$ cat src/rtl/polynomial_term_accumulate_evaluate_defines.svh
// Assertion macros for the polynomial term accumulator and evaluator.
// Used by the top level; each macro expects clk and rst_n in scope.
`ifndef POLYNOMIAL_TERM_ACCUMULATE_EVALUATE_DEFINES_SVH
`define POLYNOMIAL_TERM_ACCUMULATE_EVALUATE_DEFINES_SVH

// The consequent must hold in the same cycle as the antecedent.
`define PTE_ASSERT_SAME(label, ante, cons) \
    label: assert property (@(posedge clk) disable iff (!rst_n) (ante) |-> (cons)) \
        else $error("pte: same-cycle check failed");

// The consequent must hold in the cycle after the antecedent.
`define PTE_ASSERT_NEXT(label, ante, cons) \
    label: assert property (@(posedge clk) disable iff (!rst_n) (ante) |=> (cons)) \
        else $error("pte: next-cycle check failed");

`endif

$ cat src/rtl/pte_pkg.sv
// Package for the polynomial term accumulator and evaluator.
// Holds the item types, the control word types and the microcode table.
`default_nettype none

package pte_pkg;

    typedef struct packed {
        logic               command;
        logic signed [31:0] term_coefficient;
        logic        [3:0]  term_exponent;
        logic signed [31:0] point_x;
    } pte_in_t;

    typedef struct packed {
        logic signed [31:0] eval_point;
        logic signed [31:0] eval_value;
    } pte_out_t;

    localparam logic CMD_ADD_TERM = 1'b0;
    localparam logic CMD_EVALUATE = 1'b1;

    typedef enum logic [3:0] {
        OP_NOP,
        OP_RD_TERM,
        OP_WR_TERM,
        OP_EV_INIT,
        OP_EV_MAC,
        OP_EV_DONE,
        OP_W_LL,
        OP_W_LH,
        OP_W_HL,
        OP_W_ACC
    } pte_op_t;

    typedef enum logic [2:0] {
        JMP_NEXT,
        JMP_ALWAYS,
        JMP_IF_EVAL,
        JMP_IF_WIDE,
        JMP_IF_MORE
    } pte_jmp_t;

    typedef logic [3:0] pte_pc_t;

    localparam pte_pc_t STEP_IDLE     = 4'd0;
    localparam pte_pc_t STEP_DISPATCH = 4'd1;
    localparam pte_pc_t STEP_WRITE    = 4'd2;
    localparam pte_pc_t STEP_EV_INIT  = 4'd3;
    localparam pte_pc_t STEP_EV_MAC   = 4'd4;
    localparam pte_pc_t STEP_EV_DONE  = 4'd5;
    localparam pte_pc_t STEP_W_LL     = 4'd6;
    localparam pte_pc_t STEP_W_LH     = 4'd7;
    localparam pte_pc_t STEP_W_HL     = 4'd8;
    localparam pte_pc_t STEP_W_ACC    = 4'd9;
    localparam pte_pc_t STEP_W_DONE   = 4'd10;

    typedef struct packed {
        pte_op_t  op;
        pte_jmp_t jmp;
        pte_pc_t  target;
    } pte_uword_t;

    typedef struct packed {
        logic is_eval;
        logic more;
        logic wide;
    } pte_status_t;

    function automatic pte_uword_t ucode_rom(input pte_pc_t pc);
        pte_uword_t w;
        w = '{op: OP_NOP, jmp: JMP_ALWAYS, target: STEP_IDLE};
        case (pc)
            STEP_DISPATCH: w = '{op: OP_RD_TERM, jmp: JMP_IF_EVAL, target: STEP_EV_INIT};
            STEP_WRITE:    w = '{op: OP_WR_TERM, jmp: JMP_ALWAYS,  target: STEP_IDLE};
            STEP_EV_INIT:  w = '{op: OP_EV_INIT, jmp: JMP_IF_WIDE, target: STEP_W_LL};
            STEP_EV_MAC:   w = '{op: OP_EV_MAC,  jmp: JMP_IF_MORE, target: STEP_EV_MAC};
            STEP_EV_DONE:  w = '{op: OP_EV_DONE, jmp: JMP_ALWAYS,  target: STEP_IDLE};
            STEP_W_LL:     w = '{op: OP_W_LL,    jmp: JMP_NEXT,    target: STEP_IDLE};
            STEP_W_LH:     w = '{op: OP_W_LH,    jmp: JMP_NEXT,    target: STEP_IDLE};
            STEP_W_HL:     w = '{op: OP_W_HL,    jmp: JMP_NEXT,    target: STEP_IDLE};
            STEP_W_ACC:    w = '{op: OP_W_ACC,   jmp: JMP_IF_MORE, target: STEP_W_LL};
            STEP_W_DONE:   w = '{op: OP_EV_DONE, jmp: JMP_ALWAYS,  target: STEP_IDLE};
            default:       w = '{op: OP_NOP,     jmp: JMP_ALWAYS,  target: STEP_IDLE};
        endcase
        return w;
    endfunction

endpackage

`default_nettype wire

$ cat src/rtl/polynomial_term_accumulate_evaluate.sv
// Top level of the polynomial term accumulator and evaluator.
// Instantiates pte_sequencer and pte_datapath; uses pte_pkg and the defines header.
//
//   Channel   Handshake               Payload
//   request   start, busy             pte_in_t  (command, coefficient, exponent, x)
//   result    done (one-cycle strobe) pte_out_t (eval_point, eval_value)
//
// An add-term item keeps busy high through its dispatch and write steps.
// An evaluate item keeps busy high through dispatch, init, one Horner pass per table
// entry through the single multiplier, and the done step; when VALUE_WIDTH is above
// 32, each pass runs the split steps W_LL, W_LH, W_HL and W_ACC.
// The result strobe comes in the last busy cycle; the receiver cannot stall it.
// Reset clears the valid bits of all table entries at once, with no clearing pass.
`default_nettype none
`include "polynomial_term_accumulate_evaluate_defines.svh"

module polynomial_term_accumulate_evaluate #(
    parameter int MAX_DEGREE  = 15,
    parameter int VALUE_WIDTH = 32
) (
    input  wire                     clk,
    input  wire                     rst_n,
    input  wire                     start,
    output logic                    busy,
    input  wire pte_pkg::pte_in_t   request,
    output logic                    done,
    output pte_pkg::pte_out_t       result
);

    pte_pkg::pte_uword_t  ctrl;
    pte_pkg::pte_status_t status;
    logic                 capture;

    assign capture = start && !busy;
    assign done    = (ctrl.op == pte_pkg::OP_EV_DONE);

    pte_sequencer u_seq (
        .clk    (clk),
        .rst_n  (rst_n),
        .start  (start),
        .status (status),
        .busy   (busy),
        .ctrl   (ctrl)
    );

    pte_datapath #(
        .MAX_DEGREE  (MAX_DEGREE),
        .VALUE_WIDTH (VALUE_WIDTH)
    ) u_dp (
        .clk     (clk),
        .rst_n   (rst_n),
        .capture (capture),
        .request (request),
        .ctrl    (ctrl),
        .status  (status),
        .result  (result)
    );

    `PTE_ASSERT_SAME(a_done_while_busy, done, busy)
    `PTE_ASSERT_NEXT(a_accept_sets_busy, capture, busy)
    `PTE_ASSERT_NEXT(a_done_ends_item, done, !busy)
    `PTE_ASSERT_NEXT(a_add_gives_no_result, capture && (request.command == pte_pkg::CMD_ADD_TERM), !done)

endmodule

`default_nettype wire

$ cat src/rtl/pte_sequencer.sv
// Microcode sequencer: step counter, control word lookup and jump logic.
// Depends on pte_pkg for the control word, status struct and table.
`default_nettype none

module pte_sequencer (
    input  wire                       clk,
    input  wire                       rst_n,
    input  wire                       start,
    input  wire pte_pkg::pte_status_t status,
    output logic                      busy,
    output pte_pkg::pte_uword_t       ctrl
);

    pte_pkg::pte_pc_t pc_reg;
    pte_pkg::pte_pc_t pc_next;
    pte_pkg::pte_pc_t pc_inc;

    assign ctrl   = pte_pkg::ucode_rom(pc_reg);
    assign busy   = (pc_reg != pte_pkg::STEP_IDLE);
    assign pc_inc = pc_reg + pte_pkg::pte_pc_t'(1);

    always_comb
    begin
        pc_next = pc_inc;
        if (!busy)
        begin
            pc_next = start ? pte_pkg::STEP_DISPATCH : pte_pkg::STEP_IDLE;
        end
        else
        begin
            case (ctrl.jmp)
                pte_pkg::JMP_NEXT:    pc_next = pc_inc;
                pte_pkg::JMP_ALWAYS:  pc_next = ctrl.target;
                pte_pkg::JMP_IF_EVAL: pc_next = status.is_eval ? ctrl.target : pc_inc;
                pte_pkg::JMP_IF_WIDE: pc_next = status.wide ? ctrl.target : pc_inc;
                pte_pkg::JMP_IF_MORE: pc_next = status.more ? ctrl.target : pc_inc;
                default:              pc_next = pte_pkg::STEP_IDLE;
            endcase
        end
    end

    always_ff @(posedge clk or negedge rst_n)
    begin
        if (!rst_n)
        begin
            pc_reg <= pte_pkg::STEP_IDLE;
        end
        else
        begin
            pc_reg <= pc_next;
        end
    end

endmodule

`default_nettype wire

$ cat src/rtl/pte_datapath.sv
// Datapath: item register, coefficient memory with valid bits, one shared
// multiplier and the Horner accumulator. Depends on pte_pkg.
`default_nettype none

module pte_datapath #(
    parameter int MAX_DEGREE  = 15,
    parameter int VALUE_WIDTH = 32
) (
    input  wire                       clk,
    input  wire                       rst_n,
    input  wire                       capture,
    input  wire pte_pkg::pte_in_t     request,
    input  wire pte_pkg::pte_uword_t  ctrl,
    output pte_pkg::pte_status_t      status,
    output pte_pkg::pte_out_t         result
);

    localparam int  DEPTH = MAX_DEGREE + 1;
    localparam int  AW    = $clog2(DEPTH);
    localparam int  W     = VALUE_WIDTH;
    localparam bit  WIDE  = (VALUE_WIDTH > 32);
    localparam int  HALF  = (VALUE_WIDTH + 1) / 2;
    localparam int  MW    = WIDE ? HALF : VALUE_WIDTH;

    pte_pkg::pte_in_t item_reg;

    logic [W-1:0]      mem [DEPTH];
    logic [DEPTH-1:0]  valid_reg;
    logic [W-1:0]      rd_data_reg;
    logic              rd_valid_reg;
    logic [AW-1:0]     rd_addr;

    logic [W-1:0]      acc_reg;
    logic [W-1:0]      prod_reg;
    logic [AW-1:0]     k_reg;

    logic [W-1:0]      coef_in;
    logic [W-1:0]      coef_eff;
    logic [W-1:0]      x_w;
    logic [AW-1:0]     term_addr;
    logic              term_ok;
    logic [MW-1:0]     op_a;
    logic [MW-1:0]     op_b;
    logic [2*MW-1:0]   prod;
    logic [W-1:0]      prod_w;

    assign coef_in   = W'(item_reg.term_coefficient);
    assign x_w       = W'(item_reg.point_x);
    assign coef_eff  = rd_valid_reg ? rd_data_reg : '0;
    assign term_addr = AW'(item_reg.term_exponent);
    assign term_ok   = ({28'd0, item_reg.term_exponent} <= 32'(MAX_DEGREE));

    always_comb
    begin
        case (ctrl.op)
            pte_pkg::OP_RD_TERM: rd_addr = term_addr;
            pte_pkg::OP_EV_INIT: rd_addr = AW'(MAX_DEGREE);
            pte_pkg::OP_EV_MAC:  rd_addr = k_reg - AW'(1);
            pte_pkg::OP_W_ACC:   rd_addr = k_reg - AW'(1);
            default:             rd_addr = k_reg;
        endcase
    end

    always_comb
    begin
        case (ctrl.op)
            pte_pkg::OP_W_LH:
            begin
                op_a = MW'(acc_reg);
                op_b = MW'(x_w >> HALF);
            end
            pte_pkg::OP_W_HL:
            begin
                op_a = MW'(acc_reg >> HALF);
                op_b = MW'(x_w);
            end
            default:
            begin
                op_a = MW'(acc_reg);
                op_b = MW'(x_w);
            end
        endcase
    end

    assign prod   = (2*MW)'(op_a) * (2*MW)'(op_b);
    assign prod_w = W'(prod);

    always_ff @(posedge clk)
    begin
        if (capture)
        begin
            item_reg <= request;
        end
        rd_data_reg <= mem[rd_addr];
        if ((ctrl.op == pte_pkg::OP_WR_TERM) && term_ok)
        begin
            mem[term_addr] <= coef_eff + coef_in;
        end
    end

    always_ff @(posedge clk or negedge rst_n)
    begin
        if (!rst_n)
        begin
            valid_reg    <= '0;
            rd_valid_reg <= 1'b0;
        end
        else
        begin
            rd_valid_reg <= valid_reg[rd_addr];
            if ((ctrl.op == pte_pkg::OP_WR_TERM) && term_ok)
            begin
                valid_reg[term_addr] <= 1'b1;
            end
        end
    end

    always_ff @(posedge clk)
    begin
        case (ctrl.op)
            pte_pkg::OP_EV_INIT:
            begin
                acc_reg <= '0;
                k_reg   <= AW'(MAX_DEGREE);
            end
            pte_pkg::OP_EV_MAC:
            begin
                acc_reg <= prod_w + coef_eff;
                k_reg   <= k_reg - AW'(1);
            end
            pte_pkg::OP_W_LL:
            begin
                prod_reg <= prod_w;
            end
            pte_pkg::OP_W_LH, pte_pkg::OP_W_HL:
            begin
                prod_reg <= prod_reg + (prod_w << HALF);
            end
            pte_pkg::OP_W_ACC:
            begin
                acc_reg <= prod_reg + coef_eff;
                k_reg   <= k_reg - AW'(1);
            end
            default:
            begin
                acc_reg <= acc_reg;
            end
        endcase
    end

    assign status.is_eval     = (item_reg.command == pte_pkg::CMD_EVALUATE);
    assign status.more        = (k_reg != '0);
    assign status.wide        = WIDE;
    assign result.eval_point  = item_reg.point_x;
    assign result.eval_value  = 32'(acc_reg);

endmodule

`default_nettype wire

$ cat config.mk
export PLATFORM = sky130hd
export DESIGN_NAME = polynomial_term_accumulate_evaluate
export DESIGN_NICKNAME = d
export VERILOG_FILES = /design/src/rtl/pte_pkg.sv /design/src/rtl/polynomial_term_accumulate_evaluate.sv /design/src/rtl/pte_sequencer.sv /design/src/rtl/pte_datapath.sv
export VERILOG_INCLUDE_DIRS = /design/src /design/src/rtl
export SDC_FILE = /design/constraint.sdc
export NUM_CORES = 2
export LEC_CHECK = 0
export BUFFER_PORTS_ARGS = -buffer_cell sky130_fd_sc_hd__buf_2
export CAP_MARGIN = 20
export CORE_ASPECT_RATIO = 1.5
export CORE_MARGIN = 2
export CORE_UTILIZATION = 58
export DETAILED_ROUTE_END_ITERATION = 8
export HOLD_SLACK_MARGIN = 0.12
export PLACE_DENSITY = 0.78
export SETUP_SLACK_MARGIN = 0.3
export SYNTH_ARGS = -nofsm -noshare
export SYNTH_HDL_FRONTEND = slang
export SYNTH_HIERARCHICAL = 1
export SYNTH_SLANG_ARGS = --single-unit
$ cat constraint.sdc
create_clock -name clk -period 10.6 [get_ports clk]
set_input_delay 2.12 -clock clk [delete_from_list [all_inputs] [get_ports clk]]
set_output_delay 2.12 -clock clk [all_outputs]
set_load 0.02 [all_outputs]
# Word-level counts from Yosys, hierarchy flattened
# Memories as Yosys holds them, arrays and structs flattened. A register that Yosys moved wholly into a read port is not among the register bits.
# Index checks and enable logic that the tools add are counted.
# word_totals
romBits,160
ramBits,512
output_inout_bits,66
in_bits,72
n_memories,2
reg_bits,158
elab_cells,66
# mem_list
memory,words,width,rd,rd_clocked_by_memory_dff,write_ports,line_no,rtl
u_dp.mem,16,32,1,1,1,pte_datapath.sv:27,logic [W-1:0] mem [DEPTH];
(no name shown),16,10,1,0,0,pte_pkg.sv:72,case (pc)
# op_classes
n_lt_le_gt_ge,3
addsub,6
multipliers,1
n_eq_ne,13
mux,18
n_reduce_logical,12
n_bitwise,1
# ops
op,count
32-bit adder,4
32-bit two-way mux,3
32-bit case mux with 3 select lines,1
32-bit case mux with 2 select lines,1
32-bit by 32-bit multiplier with 32-bit output,1
"4-bit by 3-bit equality test with 1-bit output, second input constant",4
16-bit OR,1
4-bit case mux with 4 select lines,1
4-bit two-way mux,3
4-bit case mux with 3 select lines,1
"4-bit by 5-bit less-than comparator with 1-bit output, second input constant",2
"4-bit by 2-bit equality test with 1-bit output, second input constant",2
"4-bit equality test, second input constant",2
4-bit case mux with 2 select lines,1
4-bit nonzero test,2
"3-bit by 2-bit equality test with 1-bit output, second input constant",2
2-bit OR reduction,3
1-bit two-way mux,5
"4-bit by 1-bit adder with 4-bit output, second input constant",1
1-bit binary-select mux with 4-bit select,1
1-bit demux with 4-bit select,1
"4-bit by 1-bit equality test with 1-bit output, second input constant",1
"4-bit by 1-bit greater-or-equal comparator with 1-bit output, second input constant",1
2-bit nonzero test,2
7 further kinds,8

# Depth between registers and ports, before layout
# An unclocked memory read counts as a cell.
# logic_depth
ltp_word,6
ltp_mapped,48
mapped_depth_nobuf,44

# Hierarchy
# The synthesis kept the hierarchy.
# by_module_without_submodules
module,instances,area_per_inst_um2,seq_area_each_um2,cells_each
pte_datapath,1,46050.4,20554.7,3942
pte_sequencer,1,598.1,100.1,69
polynomial_term_accumulate_evaluate,1,18.8,0.0,2

# Worst setup path before layout
# No wires, ideal clock.
# synth_timing
kind,register to register
from,register u_seq.pc_reg[0]
to,"register u_dp.acc_reg[30], data pin"
path_slack_ns,0.335
setup_time_ns,0.147
stages_incl_launch_ff,42
path_buffers,3
t_required_ns,10.453
arrival_time_ns,10.118
period_less_slack_ns,10.265
cell_sequence,dfrtp_1 > inv_1 > ha_1 > nand2_1 > nand2_1 > nor4b_2 > buf_2 > buf_1 > mux2i_1 > clkbuf_1 > nor2_1 > fa_1 > inv_1 > fa_1 > fa_1 > inv_1 > fa_1 > ha_1 > (+6 left out) > inv_1 > o21ai_0 > a21o_1 > a21oi_1 > o41ai_1 > a21oi_1 > o31a_1 > o21ai_0 > a2111oi_0 > nor3_1 > xnor2_1 > o21ai_0 > ha_1 > nand3_1 > o311ai_0 > a21oi_1 > or3_1 > a21oi_1
# synth_rtl
element,line_no,rtl
"start, declared",pte_sequencer.sv:14,pte_pkg::pte_pc_t pc_reg;
"start signal, assigned",pte_sequencer.sv:46,pc_reg <= pte_pkg::STEP_IDLE;
"start signal, assigned",pte_sequencer.sv:50,pc_reg <= pc_next;
"end signal, assigned",pte_datapath.sv:128,acc_reg <= prod_w + coef_eff;
"end signal, assigned",pte_datapath.sv:141,acc_reg <= prod_reg + coef_eff;
"end signal, assigned",pte_datapath.sv:146,acc_reg <= acc_reg;
"end, declared",pte_datapath.sv:33,logic [W-1:0] acc_reg;

==> impl_metrics.py <==
metrics = {
    "clocking": {
        "clockBufferDepth": 3,
        "cts_tree": "yes",
        "clk_latency_ns": 0.67,
        "cts.clk_slew.worst_paths_ns": 0.07,
        "h-tree-depth": 2,
        "cts_buffers": 61,
        "cts_root_buffer": "clkbuf_16",
        "cts_num_sinks": 702,
    },
    "finish": {
        "regMostFlops": "u_dp/mem",
        "area_growth_pct": 11.7,
        "layout.nets": 4905,
        "final_util_pct": 65.3,
        "drive_above_1_share_pct": 14.1,
        "largest_reg_flops": 512,
    },
    "floorplanning": {
        "start_util_pct": 58.5,
        "rows": 127,
        "boundaryPins": 138,
        "coreArea_mm2": 0.0798,
        "fp.dieH_um": 351,
        "die_w_um": 236,
        "die_area_mm2": 0.0828,
    },
    "worst_hold_path": {
        "min_from": "u_dp/valid_reg[14]",
        "hold_path_end": "u_dp/valid_reg[14]",
        "holdPathStages": 1,
        "hold_class": "flip-flop to flip-flop",
    },
    "sta": {
        "hold_viol": 0,
        "fmax_mhz": 98.3,
        "slew_violations": 0,
        "slew_headroom_pct": 21.7,
        "worst_pin_slew_ns": 1.17,
        "period_share_pct": 95.9,
        "fin_crit_ns": 10.17,
        "final.setup.worst_slack_ns": 0.431,
        "setup_viol": 0,
        "finalSetupTns_ns": 0,
        "skew_ns": 0.0483,
        "rsz0062_at_grt": "false",
        "hold_ws_ns": 0.462,
    },
    "worst_setup_path": {
        "rrSetupSlack_ns": 0.43,
        "crit_top_cell": "fa_1",
        "critPathLaunchType": "flip-flop",
        "endpoint_kind": "flip-flop",
        "reg2regPathDepth": 40,
        "critical-path-top-delay-family": "adder cells",
        "cp_slowest_stage_delay_ns": 0.57,
        "r2r_start": "u_seq/pc_reg[3]",
        "cp_num_buf_inv": 9,
        "crit_type": "flip-flop to flip-flop",
        "r2r_end": "u_dp/acc_reg[28]",
        "critPathMaxFanout": 19,
        "critical_path_arrival_ns": 10.57,
        "cp.required_ns": 11.01,
        "worst_path_max_delay_cell": "fa_1",
    },
    "place": {
        "portBuffers": 137,
        "globalplace.congestion": 1.04,
        "dp.final_hpwl_mm": 100,
        "pre_cts_slack_ns": -0.0703,
    },
    "route": {
        "initialDrtViolationCount": 2827,
        "dr_total_vias": 32200,
        "routed_wl_mm": 138,
        "viasPerCell": 6.08,
        "drcViolationCount": 0,
        "routedWlPerCell_um": 26.0,
        "drtPass1Iterations": 7,
        "ant_nets": 0,
    },
    "outcome": {
        "status": "complete, no violations",
    },
    "global_routing": {
        "antenna_found_initial": 0,
        "grt_overflow": 0,
        "grt_usage_pct": 33.3,
        "grt_max_degree": 134,
        "grt_pass1_vias": 33000,
        "grt_pass1_wl_mm": 202,
    },
    "logic_synthesis": {
        "yosys_warnings": 6,
        "synth_nets": 4703,
        "synth_area_per_cell_um2": 11.6,
        "syn_area_mm2": 0.0466,
        "netlist_instances": 4010,
    },
    "flow_run": {
        "maxCapViolCount": 0,
    },
}
routing by layer:
| metal | part of all wire (%) | GRT usage [%] | up-vias | wire length, µm |
|---|---|---|---|---|
| li1 | - | - | 14000 | - |
| met1 | 34 | 36.0 | 16200 | 46300 |
| met2 | 51 | 59.0 | 1459 | 69800 |
| met3 | 6.3 | 4.72 | 516 | 8690 |
| met4 | 9.5 | 26.2 | 0 | 13100 |
| met5 | 0 | 0 | - | 0 |
worst max-delay path by stage:
stage	startpoint	endpoint	slack [ns]	cells after the start
after floorplan	u_seq/pc_reg[0]	u_dp/acc_reg[30]	0.34	41
after global placement	u_seq/pc_reg[1]	u_dp/acc_reg[29]	0.10	40
after detailed placement	u_seq/pc_reg[1]	u_dp/acc_reg[31]	-0.07	40
after CTS	u_seq/pc_reg[0]	u_dp/acc_reg[28]	0.34	43
after global routing	u_seq/pc_reg[1]	u_dp/acc_reg[28]	0.14	45
final	u_seq/pc_reg[3]	u_dp/acc_reg[28]	0.43	40
worst register-to-register path, delay by kind of cell (launching register included):
kind	cells	cell delay, ns
AND/OR/NAND/NOR	7	1.13
AO/OA/AOI/OAI	11	1.78
multiplexers	1	0.31
adder cells (fa/ha/maj)	10	4.69
XOR/XNOR	2	0.44
buffers and inverters	9	1.11
flip-flops	1	0.45
cells in the final DEF, fill, tap and decap left out, drive strengths merged, types with 15 or more instances in the layout:
master	count
a211oi	106
a31oi	44
or2	21
a311oi	34
fa	411
inv	464
dfrtp	21
mux2	29
edfxtp	649
nor3	18
ha	210
xnor2	91
o21bai	15
buf	321
xor2	43
nand3	37
mux2i	171
clkbuf	90
and3	20
nor2	351
and2	139
a21oi	129
dfxtp	32
nand2b	24
a21o	41
mux4	33
nand2	498
o21ai	85
metrics by stage:
step           cells  instance area (µm²)
2_1_floorplan   4010                46600
3_3_place_gp    5132                49300
3_5_place_dp    5133                49300
4_1_cts         5250                51400
5_1_grt         5295                52100
6_report        5296                52100
cell type report:
| type | count | area, µm² |
|---|---|---|
| clock inverter | 27 | 330 |
| tap | 1032 | 1290 |
| antenna | 1 | 2.50 |
| timing repair buffer | 324 | 2320 |
| fill | 5982 | 27700 |
| inverter | 459 | 1720 |
| clock buffer | 87 | 1720 |
| sequential | 702 | 20700 |
| multi-input combinational | 2664 | 24100 |
what timing repair did:
| action | 4_1_cts | 5_1_grt |
|---|---|---|
| pin swaps | 2 | 30 |
| buffers inserted | 3 | 32 |
| cloned | 0 | 2 |
| endpoints found under the setup margin | 7 | 11 |
| hold buffers | 0 | 0 |
| gates resized for setup | 9 | 74 |
Power is left out: the tool's default activity adds up to more than one toggle a clock period on the data nets, which glitch-free logic cannot reach.
